==> config.mk <==
export PLATFORM = sky130hd
export DESIGN_NAME = pcm_downmix_linear_resampler
export DESIGN_NICKNAME = d
export VERILOG_FILES = /design/src/hdl/pdmr_pkg.sv /design/src/hdl/pcm_downmix_linear_resampler.sv /design/src/hdl/pdmr_fifo.sv /design/src/hdl/pdmr_front.sv /design/src/hdl/pdmr_back.sv /design/src/hdl/pdmr_interp.sv
export SDC_FILE = /design/constraint.sdc
export NUM_CORES = 2
export LEC_CHECK = 0
export CAP_MARGIN = 15
export CORE_ASPECT_RATIO = 0.75
export CORE_MARGIN = 2
export CORE_UTILIZATION = 40
export CTS_BUF_LIST = sky130_fd_sc_hd__clkbuf_8
export DETAILED_ROUTE_END_ITERATION = 6
export DONT_BUFFER_PORTS = 1
export SLEW_MARGIN = 20
export SYNTH_ARGS = -nofsm -noshare
export SYNTH_HDL_FRONTEND = slang
export SYNTH_HIERARCHICAL = 1
export SYNTH_SLANG_ARGS = --single-unit
==> constraint.sdc <==
create_clock -name clock -period 11.6 [get_ports clock]
set_clock_uncertainty 0.15 [all_clocks]
set_input_delay 0.58 -clock clock [delete_from_list [all_inputs] [get_ports clock]]
set_output_delay 0.58 -clock clock [all_outputs]
set_load 0.05 [all_outputs]
==> src/hdl/pdmr_pkg.sv <==
// shared types and constants of the pcm downmix resampler
package pdmr_pkg;

   localparam int SAMPLE_W    = 24;
   localparam int MONO_W      = 16;
   localparam int RATE_W      = 18;
   localparam int CSR_INDEX_W = 2;
   localparam int CSR_DATA_W  = 18;

   localparam int OUTPUT_RATE_DEFAULT = 16000;
   localparam int MIN_NATIVE_RATE     = 8000;
   localparam int MAX_NATIVE_RATE     = 192000;
   localparam int CMD_DEPTH_DEFAULT   = 2;
   localparam int OUT_DEPTH_DEFAULT   = 8;

   localparam logic [RATE_W-1:0] NATIVE_RATE_RESET = 18'd16000;

   localparam int S16_MIN = -32768;
   localparam int S16_MAX = 32767;

   localparam logic [CSR_INDEX_W-1:0] CSR_NATIVE_RATE = 2'd0;
   localparam logic [CSR_INDEX_W-1:0] CSR_STEREO      = 2'd1;
   localparam logic [CSR_INDEX_W-1:0] CSR_FORMAT      = 2'd2;

   localparam logic FORMAT_S16 = 1'b0;
   localparam logic FORMAT_S24 = 1'b1;

   typedef enum logic [1:0] {
      KIND_ERROR,
      KIND_PASS,
      KIND_SAMPLE
   } pdmr_kind_type;

   typedef struct packed {
      pdmr_kind_type             kind;
      logic signed [MONO_W-1:0]  sample;
   } pdmr_cmd_type;

   typedef struct packed {
      logic valid;
      logic direct;
      logic err;
      logic last;
   } pdmr_ctl_type;

   typedef struct packed {
      logic signed [MONO_W-1:0]  sample;
      logic                      err;
      logic                      last;
   } pdmr_result_type;

endpackage

==> src/hdl/pcm_downmix_linear_resampler.sv <==
// top level of the pcm downmix and linear-interpolation resampler
//
// Takes one native pcm frame per request (mono or stereo, s16 or s24), checks
// it against its format range, downmixes it to one 16-bit channel and resamples
// the stream to OUTPUT_RATE_HZ by linear interpolation with an exact phase.
// A frame outside its range gives one result with range_error set and is
// dropped. Each request gives zero, one or two results; last marks the final
// one. Requests enter a two-entry queue in the cycle they arrive; the back part
// issues one result per cycle while the result queue has credit, and a request
// that gives no result still takes an issue slot of its own. That single issue
// slot of the back sequencer sets the sustained rate. The arithmetic behind it
// is a four-stage pipeline, and each result waits in an eight-entry result
// queue. Configuration is written through the csr port while idle: the user is
// bound to this, and the block itself does not enforce it. There is no clearing
// pass after reset.
module pcm_downmix_linear_resampler #(
   parameter int OUTPUT_RATE_HZ = pdmr_pkg::OUTPUT_RATE_DEFAULT,
   parameter int CMD_DEPTH      = pdmr_pkg::CMD_DEPTH_DEFAULT,
   parameter int OUT_DEPTH      = pdmr_pkg::OUT_DEPTH_DEFAULT
) (
   input  logic                                 clock,
   input  logic                                 reset,
   // request side
   input  logic                                 req_push,
   output logic                                 req_full,
   input  logic signed [pdmr_pkg::SAMPLE_W-1:0] req_left_sample,
   input  logic signed [pdmr_pkg::SAMPLE_W-1:0] req_right_sample,
   // result side
   output logic                                 rsp_empty,
   input  logic                                 rsp_pop,
   output logic signed [pdmr_pkg::MONO_W-1:0]   rsp_out_sample,
   output logic                                 rsp_range_error,
   output logic                                 rsp_last,
   // configuration
   input  logic                                 csr_write_en,
   input  logic [pdmr_pkg::CSR_INDEX_W-1:0]     csr_index,
   input  logic [pdmr_pkg::CSR_DATA_W-1:0]      csr_wdata
);

   import pdmr_pkg::*;

   localparam int FRAC_W = $clog2(OUTPUT_RATE_HZ);

   // configuration registers
   logic [RATE_W-1:0] native_rate_ff, native_rate_in;
   logic              stereo_ff, stereo_in;
   logic              format_ff, format_in;

   // front to queue
   pdmr_cmd_type      front_cmd;
   logic [$bits(pdmr_cmd_type)-1:0] cmd_rdata;
   pdmr_cmd_type      cmd_head;
   logic              cmd_empty, cmd_pop;

   // back to pipeline
   pdmr_ctl_type             issue_ctl;
   logic signed [MONO_W-1:0] issue_a;
   logic signed [MONO_W:0]   issue_diff;
   logic [FRAC_W-1:0]        issue_frac;

   // pipeline to result queue
   logic                     out_push;
   pdmr_result_type          out_result;
   logic [$bits(pdmr_result_type)-1:0] rsp_rdata;
   pdmr_result_type          rsp_head;
   logic                     rsp_taken;

   // register writes, unknown indexes are ignored
   always_comb begin
      native_rate_in = native_rate_ff;
      stereo_in      = stereo_ff;
      format_in      = format_ff;
      if (csr_write_en) begin
         case (csr_index)
            CSR_NATIVE_RATE: native_rate_in = csr_wdata[RATE_W-1:0];
            CSR_STEREO:      stereo_in      = csr_wdata[0];
            CSR_FORMAT:      format_in      = csr_wdata[0];
            default: begin
               native_rate_in = native_rate_ff;
            end
         endcase
      end
   end

   always_ff @(posedge clock) begin
      if (reset) begin
         native_rate_ff <= NATIVE_RATE_RESET;
         stereo_ff      <= 1'b0;
         format_ff      <= FORMAT_S16;
      end else begin
         native_rate_ff <= native_rate_in;
         stereo_ff      <= stereo_in;
         format_ff      <= format_in;
      end
   end

   // classify each request as it arrives
   pdmr_front #(
      .OUTPUT_RATE_HZ (OUTPUT_RATE_HZ)
   ) u_front (
      .native_rate_hz (native_rate_ff),
      .stereo         (stereo_ff),
      .sample_format  (format_ff),
      .left_sample    (req_left_sample),
      .right_sample   (req_right_sample),
      .cmd            (front_cmd)
   );

   // short queue that decouples intake from the sequencer
   pdmr_fifo #(
      .WIDTH (($bits(pdmr_cmd_type))),
      .DEPTH (CMD_DEPTH)
   ) u_cmd_fifo (
      .clock (clock),
      .reset (reset),
      .push  (req_push),
      .wdata (front_cmd),
      .pop   (cmd_pop),
      .rdata (cmd_rdata),
      .full  (req_full),
      .empty (cmd_empty)
   );

   assign cmd_head = cmd_rdata;

   // phase tracking and issue of one result per cycle while result credit remains
   pdmr_back #(
      .OUTPUT_RATE_HZ (OUTPUT_RATE_HZ),
      .OUT_DEPTH      (OUT_DEPTH)
   ) u_back (
      .clock          (clock),
      .reset          (reset),
      .native_rate_hz (native_rate_ff),
      .cmd_empty      (cmd_empty),
      .cmd            (cmd_head),
      .cmd_pop        (cmd_pop),
      .out_pop        (rsp_taken),
      .issue_ctl      (issue_ctl),
      .issue_a        (issue_a),
      .issue_diff     (issue_diff),
      .issue_frac     (issue_frac)
   );

   // interpolation, rounding and clamp
   pdmr_interp #(
      .OUTPUT_RATE_HZ (OUTPUT_RATE_HZ)
   ) u_interp (
      .clock      (clock),
      .reset      (reset),
      .in_ctl     (issue_ctl),
      .in_a       (issue_a),
      .in_diff    (issue_diff),
      .in_frac    (issue_frac),
      .out_push   (out_push),
      .out_result (out_result)
   );

   // result queue, never overfills thanks to the back part's credits
   pdmr_fifo #(
      .WIDTH (($bits(pdmr_result_type))),
      .DEPTH (OUT_DEPTH)
   ) u_rsp_fifo (
      .clock (clock),
      .reset (reset),
      .push  (out_push),
      .wdata (out_result),
      .pop   (rsp_pop),
      .rdata (rsp_rdata),
      .full  (),
      .empty (rsp_empty)
   );

   assign rsp_head        = rsp_rdata;
   assign rsp_taken       = rsp_pop && !rsp_empty;
   assign rsp_out_sample  = rsp_head.sample;
   assign rsp_range_error = rsp_head.err;
   assign rsp_last        = rsp_head.last;

endmodule

==> src/hdl/pdmr_fifo.sv <==
// small flop-based first-in first-out queue
module pdmr_fifo #(
   parameter int WIDTH = 8,
   parameter int DEPTH = 2
) (
   input  logic             clock,
   input  logic             reset,
   input  logic             push,
   input  logic [WIDTH-1:0] wdata,
   input  logic             pop,
   output logic [WIDTH-1:0] rdata,
   output logic             full,
   output logic             empty
);

   localparam int PTR_W   = (DEPTH > 1) ? $clog2(DEPTH) : 1;
   localparam int COUNT_W = $clog2(DEPTH + 1);

   logic [WIDTH-1:0]   mem_ff [DEPTH];
   logic [PTR_W-1:0]   wr_ptr_ff, wr_ptr_in;
   logic [PTR_W-1:0]   rd_ptr_ff, rd_ptr_in;
   logic [COUNT_W-1:0] count_ff, count_in;
   logic               push_ok, pop_ok;

   assign full    = (count_ff == COUNT_W'(DEPTH));
   assign empty   = (count_ff == '0);
   assign push_ok = push && !full;
   assign pop_ok  = pop && !empty;
   assign rdata   = mem_ff[rd_ptr_ff];

   always_comb begin
      wr_ptr_in = wr_ptr_ff;
      rd_ptr_in = rd_ptr_ff;
      if (push_ok) begin
         wr_ptr_in = (wr_ptr_ff == PTR_W'(DEPTH - 1)) ? '0 : wr_ptr_ff + PTR_W'(1);
      end
      if (pop_ok) begin
         rd_ptr_in = (rd_ptr_ff == PTR_W'(DEPTH - 1)) ? '0 : rd_ptr_ff + PTR_W'(1);
      end
      count_in = count_ff + COUNT_W'(push_ok) - COUNT_W'(pop_ok);
   end

   always_ff @(posedge clock) begin
      if (reset) begin
         wr_ptr_ff <= '0;
         rd_ptr_ff <= '0;
         count_ff  <= '0;
      end else begin
         wr_ptr_ff <= wr_ptr_in;
         rd_ptr_ff <= rd_ptr_in;
         count_ff  <= count_in;
      end
   end

   always_ff @(posedge clock) begin
      if (push_ok) begin
         mem_ff[wr_ptr_ff] <= wdata;
      end
   end

endmodule

==> src/hdl/pdmr_front.sv <==
// front part: range check, widening, downmix and request classification
module pdmr_front #(
   parameter int OUTPUT_RATE_HZ = pdmr_pkg::OUTPUT_RATE_DEFAULT
) (
   input  logic [pdmr_pkg::RATE_W-1:0]          native_rate_hz,
   input  logic                                 stereo,
   input  logic                                 sample_format,
   input  logic signed [pdmr_pkg::SAMPLE_W-1:0] left_sample,
   input  logic signed [pdmr_pkg::SAMPLE_W-1:0] right_sample,
   output pdmr_pkg::pdmr_cmd_type               cmd
);

   import pdmr_pkg::*;

   localparam logic [RATE_W-1:0]          OUT_RATE = RATE_W'(OUTPUT_RATE_HZ);
   localparam logic signed [SAMPLE_W-1:0] S16_LO   = SAMPLE_W'(S16_MIN);
   localparam logic signed [SAMPLE_W-1:0] S16_HI   = SAMPLE_W'(S16_MAX);

   logic                       left_bad, right_bad, bad;
   logic signed [SAMPLE_W-1:0] wide_l, wide_r, mono24;
   logic signed [SAMPLE_W:0]   sum, sum_adj;

   always_comb begin
      left_bad  = (left_sample < S16_LO) || (left_sample > S16_HI);
      right_bad = (right_sample < S16_LO) || (right_sample > S16_HI);
      bad       = (sample_format == FORMAT_S16) && (left_bad || (stereo && right_bad));

      if (sample_format == FORMAT_S24) begin
         wide_l = left_sample;
         wide_r = right_sample;
      end else begin
         wide_l = {left_sample[SAMPLE_W-9:0], 8'h00};
         wide_r = {right_sample[SAMPLE_W-9:0], 8'h00};
      end

      // average rounds toward zero: bump negative sums by one before the shift
      sum     = {wide_l[SAMPLE_W-1], wide_l} + {wide_r[SAMPLE_W-1], wide_r};
      sum_adj = sum + {{SAMPLE_W{1'b0}}, sum[SAMPLE_W]};
      mono24  = stereo ? sum_adj[SAMPLE_W:1] : wide_l;

      if (bad) begin
         cmd.kind   = KIND_ERROR;
         cmd.sample = '0;
      end else begin
         cmd.kind   = (native_rate_hz == OUT_RATE) ? KIND_PASS : KIND_SAMPLE;
         cmd.sample = mono24[SAMPLE_W-1:SAMPLE_W-MONO_W];
      end
   end

endmodule

==> src/hdl/pdmr_back.sv <==
// back part: resampling sequencer, phase state and result credits
module pdmr_back #(
   parameter int OUTPUT_RATE_HZ = pdmr_pkg::OUTPUT_RATE_DEFAULT,
   parameter int OUT_DEPTH      = pdmr_pkg::OUT_DEPTH_DEFAULT
) (
   input  logic                                    clock,
   input  logic                                    reset,
   input  logic [pdmr_pkg::RATE_W-1:0]             native_rate_hz,
   input  logic                                    cmd_empty,
   input  pdmr_pkg::pdmr_cmd_type                  cmd,
   output logic                                    cmd_pop,
   input  logic                                    out_pop,
   output pdmr_pkg::pdmr_ctl_type                  issue_ctl,
   output logic signed [pdmr_pkg::MONO_W-1:0]      issue_a,
   output logic signed [pdmr_pkg::MONO_W:0]        issue_diff,
   output logic [$clog2(OUTPUT_RATE_HZ)-1:0]       issue_frac
);

   import pdmr_pkg::*;

   localparam int FRAC_W    = $clog2(OUTPUT_RATE_HZ);
   localparam int ACC_W     = $clog2(OUTPUT_RATE_HZ + MAX_NATIVE_RATE);
   localparam int CREDIT_W  = $clog2(OUT_DEPTH + 1);
   localparam int HALF_RATE = (OUTPUT_RATE_HZ + 1) / 2;
   localparam int LOW_RATE  = (HALF_RATE > MIN_NATIVE_RATE) ? HALF_RATE : MIN_NATIVE_RATE;

   localparam logic [RATE_W-1:0]   RATE_LO = RATE_W'(LOW_RATE);
   localparam logic [RATE_W-1:0]   RATE_HI = RATE_W'(MAX_NATIVE_RATE);
   localparam logic [ACC_W-1:0]    O_ACC   = ACC_W'(OUTPUT_RATE_HZ);

   logic signed [MONO_W-1:0] prev_ff, prev_in;
   logic                     have_prev_ff, have_prev_in;
   logic [ACC_W-1:0]         acc_ff, acc_in;
   logic [CREDIT_W-1:0]      credit_ff, credit_in;

   logic [RATE_W-1:0] rate;
   logic [ACC_W-1:0]  acc_add;
   logic              can_issue, acc_lt, add_wraps;

   always_comb begin
      if (native_rate_hz < RATE_LO) begin
         rate = RATE_LO;
      end else if (native_rate_hz > RATE_HI) begin
         rate = RATE_HI;
      end else begin
         rate = native_rate_hz;
      end

      acc_add   = acc_ff + ACC_W'(rate);
      acc_lt    = (acc_ff < O_ACC);
      add_wraps = (acc_add >= O_ACC);
      can_issue = (credit_ff < CREDIT_W'(OUT_DEPTH));

      prev_in      = prev_ff;
      have_prev_in = have_prev_ff;
      acc_in       = acc_ff;
      cmd_pop      = 1'b0;
      issue_ctl    = '0;
      issue_a      = prev_ff;
      issue_diff   = {cmd.sample[MONO_W-1], cmd.sample} - {prev_ff[MONO_W-1], prev_ff};
      issue_frac   = acc_ff[FRAC_W-1:0];

      if (!cmd_empty) begin
         case (cmd.kind)
            KIND_ERROR: begin
               if (can_issue) begin
                  issue_ctl = '{valid: 1'b1, direct: 1'b1, err: 1'b1, last: 1'b1};
                  issue_a   = '0;
                  cmd_pop   = 1'b1;
               end
            end
            KIND_PASS: begin
               if (can_issue) begin
                  issue_ctl    = '{valid: 1'b1, direct: 1'b1, err: 1'b0, last: 1'b1};
                  issue_a      = cmd.sample;
                  prev_in      = '0;
                  have_prev_in = 1'b0;
                  acc_in       = '0;
                  cmd_pop      = 1'b1;
               end
            end
            KIND_SAMPLE: begin
               if (!have_prev_ff) begin
                  prev_in      = cmd.sample;
                  have_prev_in = 1'b1;
                  cmd_pop      = 1'b1;
               end else if (!acc_lt) begin
                  // still skipping native samples
                  acc_in  = acc_ff - O_ACC;
                  prev_in = cmd.sample;
                  cmd_pop = 1'b1;
               end else if (can_issue) begin
                  issue_ctl = '{valid: 1'b1, direct: 1'b0, err: 1'b0, last: add_wraps};
                  if (add_wraps) begin
                     acc_in  = acc_add - O_ACC;
                     prev_in = cmd.sample;
                     cmd_pop = 1'b1;
                  end else begin
                     acc_in = acc_add;
                  end
               end
            end
            default: begin
               cmd_pop = 1'b1;
            end
         endcase
      end

      credit_in = credit_ff + CREDIT_W'(issue_ctl.valid) - CREDIT_W'(out_pop);
   end

   always_ff @(posedge clock) begin
      if (reset) begin
         prev_ff      <= '0;
         have_prev_ff <= 1'b0;
         acc_ff       <= '0;
         credit_ff    <= '0;
      end else begin
         prev_ff      <= prev_in;
         have_prev_ff <= have_prev_in;
         acc_ff       <= acc_in;
         credit_ff    <= credit_in;
      end
   end

endmodule

==> src/hdl/pdmr_interp.sv <==
// four-stage interpolation pipeline with rounding divide and clamp
module pdmr_interp #(
   parameter int OUTPUT_RATE_HZ = pdmr_pkg::OUTPUT_RATE_DEFAULT
) (
   input  logic                                 clock,
   input  logic                                 reset,
   input  pdmr_pkg::pdmr_ctl_type               in_ctl,
   input  logic signed [pdmr_pkg::MONO_W-1:0]   in_a,
   input  logic signed [pdmr_pkg::MONO_W:0]     in_diff,
   input  logic [$clog2(OUTPUT_RATE_HZ)-1:0]    in_frac,
   output logic                                 out_push,
   output pdmr_pkg::pdmr_result_type            out_result
);

   import pdmr_pkg::*;

   localparam int     FRAC_W  = $clog2(OUTPUT_RATE_HZ);
   localparam longint O_L     = longint'(OUTPUT_RATE_HZ);
   localparam longint NUM_MAX = longint'(32768) * O_L;
   localparam int     NUM_W   = $clog2(NUM_MAX) + 2;
   localparam longint Y_MAX   = 2 * NUM_MAX + O_L;
   localparam int     Y_W     = $clog2(Y_MAX + 1);
   localparam longint D_L     = 2 * O_L;
   localparam longint K_L     = (longint'(1) << Y_W) / D_L;
   localparam int     Q_W     = $clog2(Y_MAX / D_L + 2);
   localparam int     P_W     = Y_W + Q_W;

   localparam logic signed [NUM_W-1:0] O_S       = NUM_W'(O_L);
   localparam logic [Y_W-1:0]          O_Y       = Y_W'(O_L);
   localparam logic [Y_W-1:0]          D_C       = Y_W'(D_L);
   localparam logic [P_W-1:0]          K_C       = P_W'(K_L);
   localparam logic [Q_W-1:0]          POS_LIMIT = Q_W'(S16_MAX);
   localparam logic [Q_W-1:0]          NEG_LIMIT = Q_W'(-S16_MIN);

   // stage 1: weighted sum
   logic signed [NUM_W-1:0]  a_ext, diff_ext, frac_ext;
   logic signed [NUM_W-1:0]  num1_ff, num1_in;
   pdmr_ctl_type             ctl1_ff;
   logic signed [MONO_W-1:0] a1_ff;

   // stage 2: magnitude and reciprocal multiply
   logic signed [NUM_W-1:0]  mag;
   logic [P_W-1:0]           prod;
   logic [Y_W-1:0]           y2_ff, y2_in;
   logic [Q_W-1:0]           q2_ff, q2_in;
   logic                     neg2_ff, neg2_in;
   pdmr_ctl_type             ctl2_ff;
   logic signed [MONO_W-1:0] a2_ff;

   // stage 3: quotient correction
   logic [Y_W-1:0]           rem;
   logic [Q_W-1:0]           q3_ff, q3_in;
   logic                     neg3_ff;
   pdmr_ctl_type             ctl3_ff;
   logic signed [MONO_W-1:0] a3_ff;

   // stage 4: sign, clamp and select
   logic [Q_W-1:0]           neg_q;
   logic                     valid4_ff;
   pdmr_result_type          res4_ff, res4_in;

   always_comb begin
      a_ext    = NUM_W'(in_a);
      diff_ext = NUM_W'(in_diff);
      frac_ext = $signed({{(NUM_W - FRAC_W){1'b0}}, in_frac});
      num1_in  = a_ext * O_S + diff_ext * frac_ext;
   end

   always_comb begin
      neg2_in = num1_ff[NUM_W-1];
      mag     = neg2_in ? -num1_ff : num1_ff;
      y2_in   = (Y_W'(mag) << 1) + O_Y;
      prod    = P_W'(y2_in) * K_C;
      q2_in   = prod[Y_W +: Q_W];
   end

   always_comb begin
      rem   = y2_ff - Y_W'(q2_ff) * D_C;
      q3_in = q2_ff + Q_W'(rem >= D_C);
   end

   always_comb begin
      neg_q        = -q3_ff;
      res4_in.err  = ctl3_ff.err;
      res4_in.last = ctl3_ff.last;
      if (ctl3_ff.direct) begin
         res4_in.sample = a3_ff;
      end else if (neg3_ff) begin
         res4_in.sample = (q3_ff > NEG_LIMIT) ? MONO_W'(S16_MIN) : neg_q[MONO_W-1:0];
      end else begin
         res4_in.sample = (q3_ff > POS_LIMIT) ? MONO_W'(S16_MAX) : q3_ff[MONO_W-1:0];
      end
   end

   always_ff @(posedge clock) begin
      if (reset) begin
         ctl1_ff   <= '0;
         ctl2_ff   <= '0;
         ctl3_ff   <= '0;
         valid4_ff <= 1'b0;
      end else begin
         ctl1_ff   <= in_ctl;
         ctl2_ff   <= ctl1_ff;
         ctl3_ff   <= ctl2_ff;
         valid4_ff <= ctl3_ff.valid;
      end
   end

   always_ff @(posedge clock) begin
      num1_ff <= num1_in;
      a1_ff   <= in_a;
      y2_ff   <= y2_in;
      q2_ff   <= q2_in;
      neg2_ff <= neg2_in;
      a2_ff   <= a1_ff;
      q3_ff   <= q3_in;
      neg3_ff <= neg2_ff;
      a3_ff   <= a2_ff;
      res4_ff <= res4_in;
   end

   assign out_push   = valid4_ff;
   assign out_result = res4_ff;

endmodule
==> flow_metrics.tcl <==
set metrics [dict create \
    clkSinkCount 422 \
    dr.pass1.iters 7 \
    ys_top_cells_by_area "fa_1 21%, ha_1 15%, edfxtp_1 13%" \
    place_ws_ns 1.50 \
    crit_fanout 18 \
    yosysWarnings 6 \
    rows 102 \
    via_count 28713 \
    finalHoldViolCount 0 \
    min-delay-start "reset" \
    synth-xor-area-share_pct 4.18 \
    start_util_pct 40.4 \
    synth_compound_area_share_pct 10.8 \
    synth_top_area_share_pct 20.9 \
    die_y_um 284 \
    yosysSeqAreaShare_pct 24.5 \
    synth_area_leader_cell "fa_1" \
    synth_seq_cells 422 \
    antenna_found_initial 0 \
    setup_slack_ns 1.50 \
    crit_end "u_interp/num1_ff[28]$_DFF_P_" \
    grt_pass1_vias 28964 \
    die_w_um 377 \
    cp_data_required_time_ns 12.04 \
    cpMostUsedCell "fa_1" \
    die_area_sq_um 107000 \
    ant_nets 0 \
    async_flop_share_pct 0 \
    drc_errors 0 \
    ys.flop_type "dfxtp_1" \
    layout.nets 5119 \
    period_minus_slack_ns 10.10 \
    drt_iter0_drc 1616 \
    path_clk_slew_ns 0.07 \
    hold_depth 2 \
    place_congestion 0.882 \
    timing.slew.headroom_pct 23.2 \
    drt-total-wl_mm 96.4 \
    area_growth_pct 8.11 \
    core-area_sq_um 103000 \
    port_buffers 0 \
    finalCoreUtilization_pct 43.7 \
    yosys.area_share.adder_pct 35.5 \
    grt_max_degree 91 \
    clock_latency_ns 0.70 \
    critPathLaunchType "flop" \
    wl_per_cell_um 17.4 \
    setup_violations 0 \
    crit_arrival_ns 10.54 \
    drive_above_1_share_pct 7.20 \
    netlist_area_sq_um 41800 \
    cts_buffer_depth 3 \
    grt_use_total_pct 18.2 \
    syn-num-nets 5111 \
    synthCells 4113 \
    worstReg2RegEnd "u_interp/num1_ff[28]$_DFF_P_" \
    cts_tree "built" \
    synth-edff-count 180 \
    rsz0062_at_grt "no" \
    ff2ff_path_depth 30 \
    place_hpwl_mm 74.9 \
    synthMuxAreaShare_pct 4.80 \
    cp-end-kind "flop" \
    status "complete, no violations" \
    synth_top_family_by_area "adder cells" \
    fin_tns_setup_ns 0 \
    hold_path_class "input pin to flop" \
    grt_pass1_wl_mm 157 \
    max-cap-violations 0 \
    cpMaxStageDelayCell "dfxtp_1" \
    tightest_slew_ns 1.15 \
    fmax_ghz 0.0990 \
    syn_area_per_cell_sq_um 10.2 \
    viasPerCell 5.19 \
    ios 93 \
    cpPeakStageDelay_ns 0.85 \
    synthSimpleGateAreaFrac_pct 13.1 \
    fillers 9817 \
    r2r_setup_slack_ns 1.50 \
    htree_levels 3 \
    crit_type "flop to flop" \
    cts_buffers 71 \
    synth_cell_types 117 \
    n_antenna_cell 0 \
    finalMaxSlewViolations 0 \
    whs_ns 0.0801 \
    grt_overflow_total 0 \
    period_share_pct 87.1 \
    root_buffer "clkbuf_8" \
]
==> layer usage <==
layer  track usage, %  wire length [um]  vias up
met3             3.22              5640      101
met2             26.9             40600      743
met1             27.6             48700    13845
met4             3.64              1510        0
met5                0                 0        -
li1                 -                 -    14024
==> critical path: cells and delay by family (launching register included) <==
kind,cells,cell delay [ns]
AND/OR/NAND/NOR,4,0.56
flip-flops,1,0.85
multiplexers,1,0.45
AO/OA/AOI/OAI,10,3.04
adder cells (fa/ha/maj),10,4.35
buffers and inverters,3,0.21
XOR/XNOR,2,0.36
==> Yosys cell counts (37+ instances only) <==
master,n
dfxtp_1,242
nor3_1,63
inv_1,595
a21o_1,53
a21oi_1,184
xor2_1,79
clkbuf_1,83
o21ai_0,115
xnor2_1,115
edfxtp_1,180
fa_1,436
nor2_1,187
nand2b_1,66
and2_1,151
nand2_1,292
a211oi_1,37
mux2_2,54
nand3_1,54
nor2b_1,44
ha_1,489
==> cells by family after synthesis <==
group,after synthesis
simple gates,1045
compound gates,661
mux,134
buf+inv,729
fa+ha+maj,925
flops,422
xor+xnor,197
==> final cells by class <==
| type | instances | area (sq um) | share of cell area, % |
|---|---|---|---|
| multi-input cells | 2962 | 28700 | 63.5 |
| flip-flops and latches | 422 | 10300 | 22.7 |
| inverters | 596 | 2240 | 4.95 |
| well taps | 1352 | 1690 | 3.75 |
| clock buffers | 87 | 1200 | 2.65 |
| repair buffers | 68 | 604 | 1.34 |
| clock inverters | 44 | 504 | 1.12 |
==> sequential cells by signal, indices dropped and copies added (netlist names), 2 cells and up, named ones only <==
register	flops
u_interp/q3_ff	16
u_cmd_fifo/count_ff	2
u_interp/q2_ff	16
u_rsp_fifo/mem_ff	144
u_cmd_fifo/mem_ff	36
u_interp/num1_ff	30
u_interp/out_result	18
u_back/credit_ff	4
u_interp/ctl2_ff	4
u_interp/y2_ff	22
native_rate_ff	18
u_interp/ctl1_ff	4
u_rsp_fifo/count_ff	4
u_back/acc_ff	18
u_interp/ctl3_ff	4
u_rsp_fifo/rd_ptr_ff	3
u_interp/a2_ff	16
u_interp/a3_ff	16
u_back/prev_ff	16
u_rsp_fifo/wr_ptr_ff	3
u_interp/a1_ff	16
==> worst min-delay path by stage <==
stage	to	slack (ns)
2_1_floorplan	u_interp/a2_ff[0]$_DFF_P_	0.16
3_3_place_gp	u_interp/a3_ff[9]$_DFF_P_	0.16
3_5_place_dp	u_interp/a2_ff[14]$_DFF_P_	0.16
4_1_cts	native_rate_ff[15]$_SDFFE_PP0P_	0.009
5_1_grt	u_back/prev_ff[9]$_SDFFE_PP0P_	0.04
6_report	u_back/prev_ff[6]$_SDFFE_PP0P_	0.08
==> per-stage QoR <==
stage,area (sq um),instances
floorplan,41800,4113
finish,45200,5531
global route,45200,5531
global placement,43100,5370
detailed placement,43100,5370
CTS,45100,5528
==> timing repair <==
action	in CTS	in global routing
buffers inserted	0	0
hold endpoints to repair	74	7
hold buffers	27	2
resized for setup	0	0
==> placed cells by master (no fill, tap or decap), types with 10 or more instances in the layout <==
cell           instances
nand4_1               29
mux2i_1               29
mux2_2                54
a21oi_1              184
edfxtp_1             180
mux2_1                15
and2_1               151
a21o_1                53
o2111ai_1             10
and3_1                18
mux4_1                34
nor4_1                14
o21bai_1              12
nor3_1                59
a22o_1                32
o21a_1                29
nand2_1              292
or3_1                 31
nor2b_1               44
or2_2                 17
a21boi_0              11
dfxtp_1              241
inv_1                608
a211oi_1              37
fa_1                 436
o211ai_1              16
nand3b_1              10
nand3_1               54
xnor2_1              113
dlygate4sd3_1         28
nand2b_1              66
clkbuf_8              87
nor2_1               184
ha_1                 489
a31oi_1               21
o21ai_0              115
xor2_1                79
buf_4                 38
o31ai_1               21
Power is not shown: default switching activity piles up to over one toggle a cycle in this logic, so the estimate is an artifact.
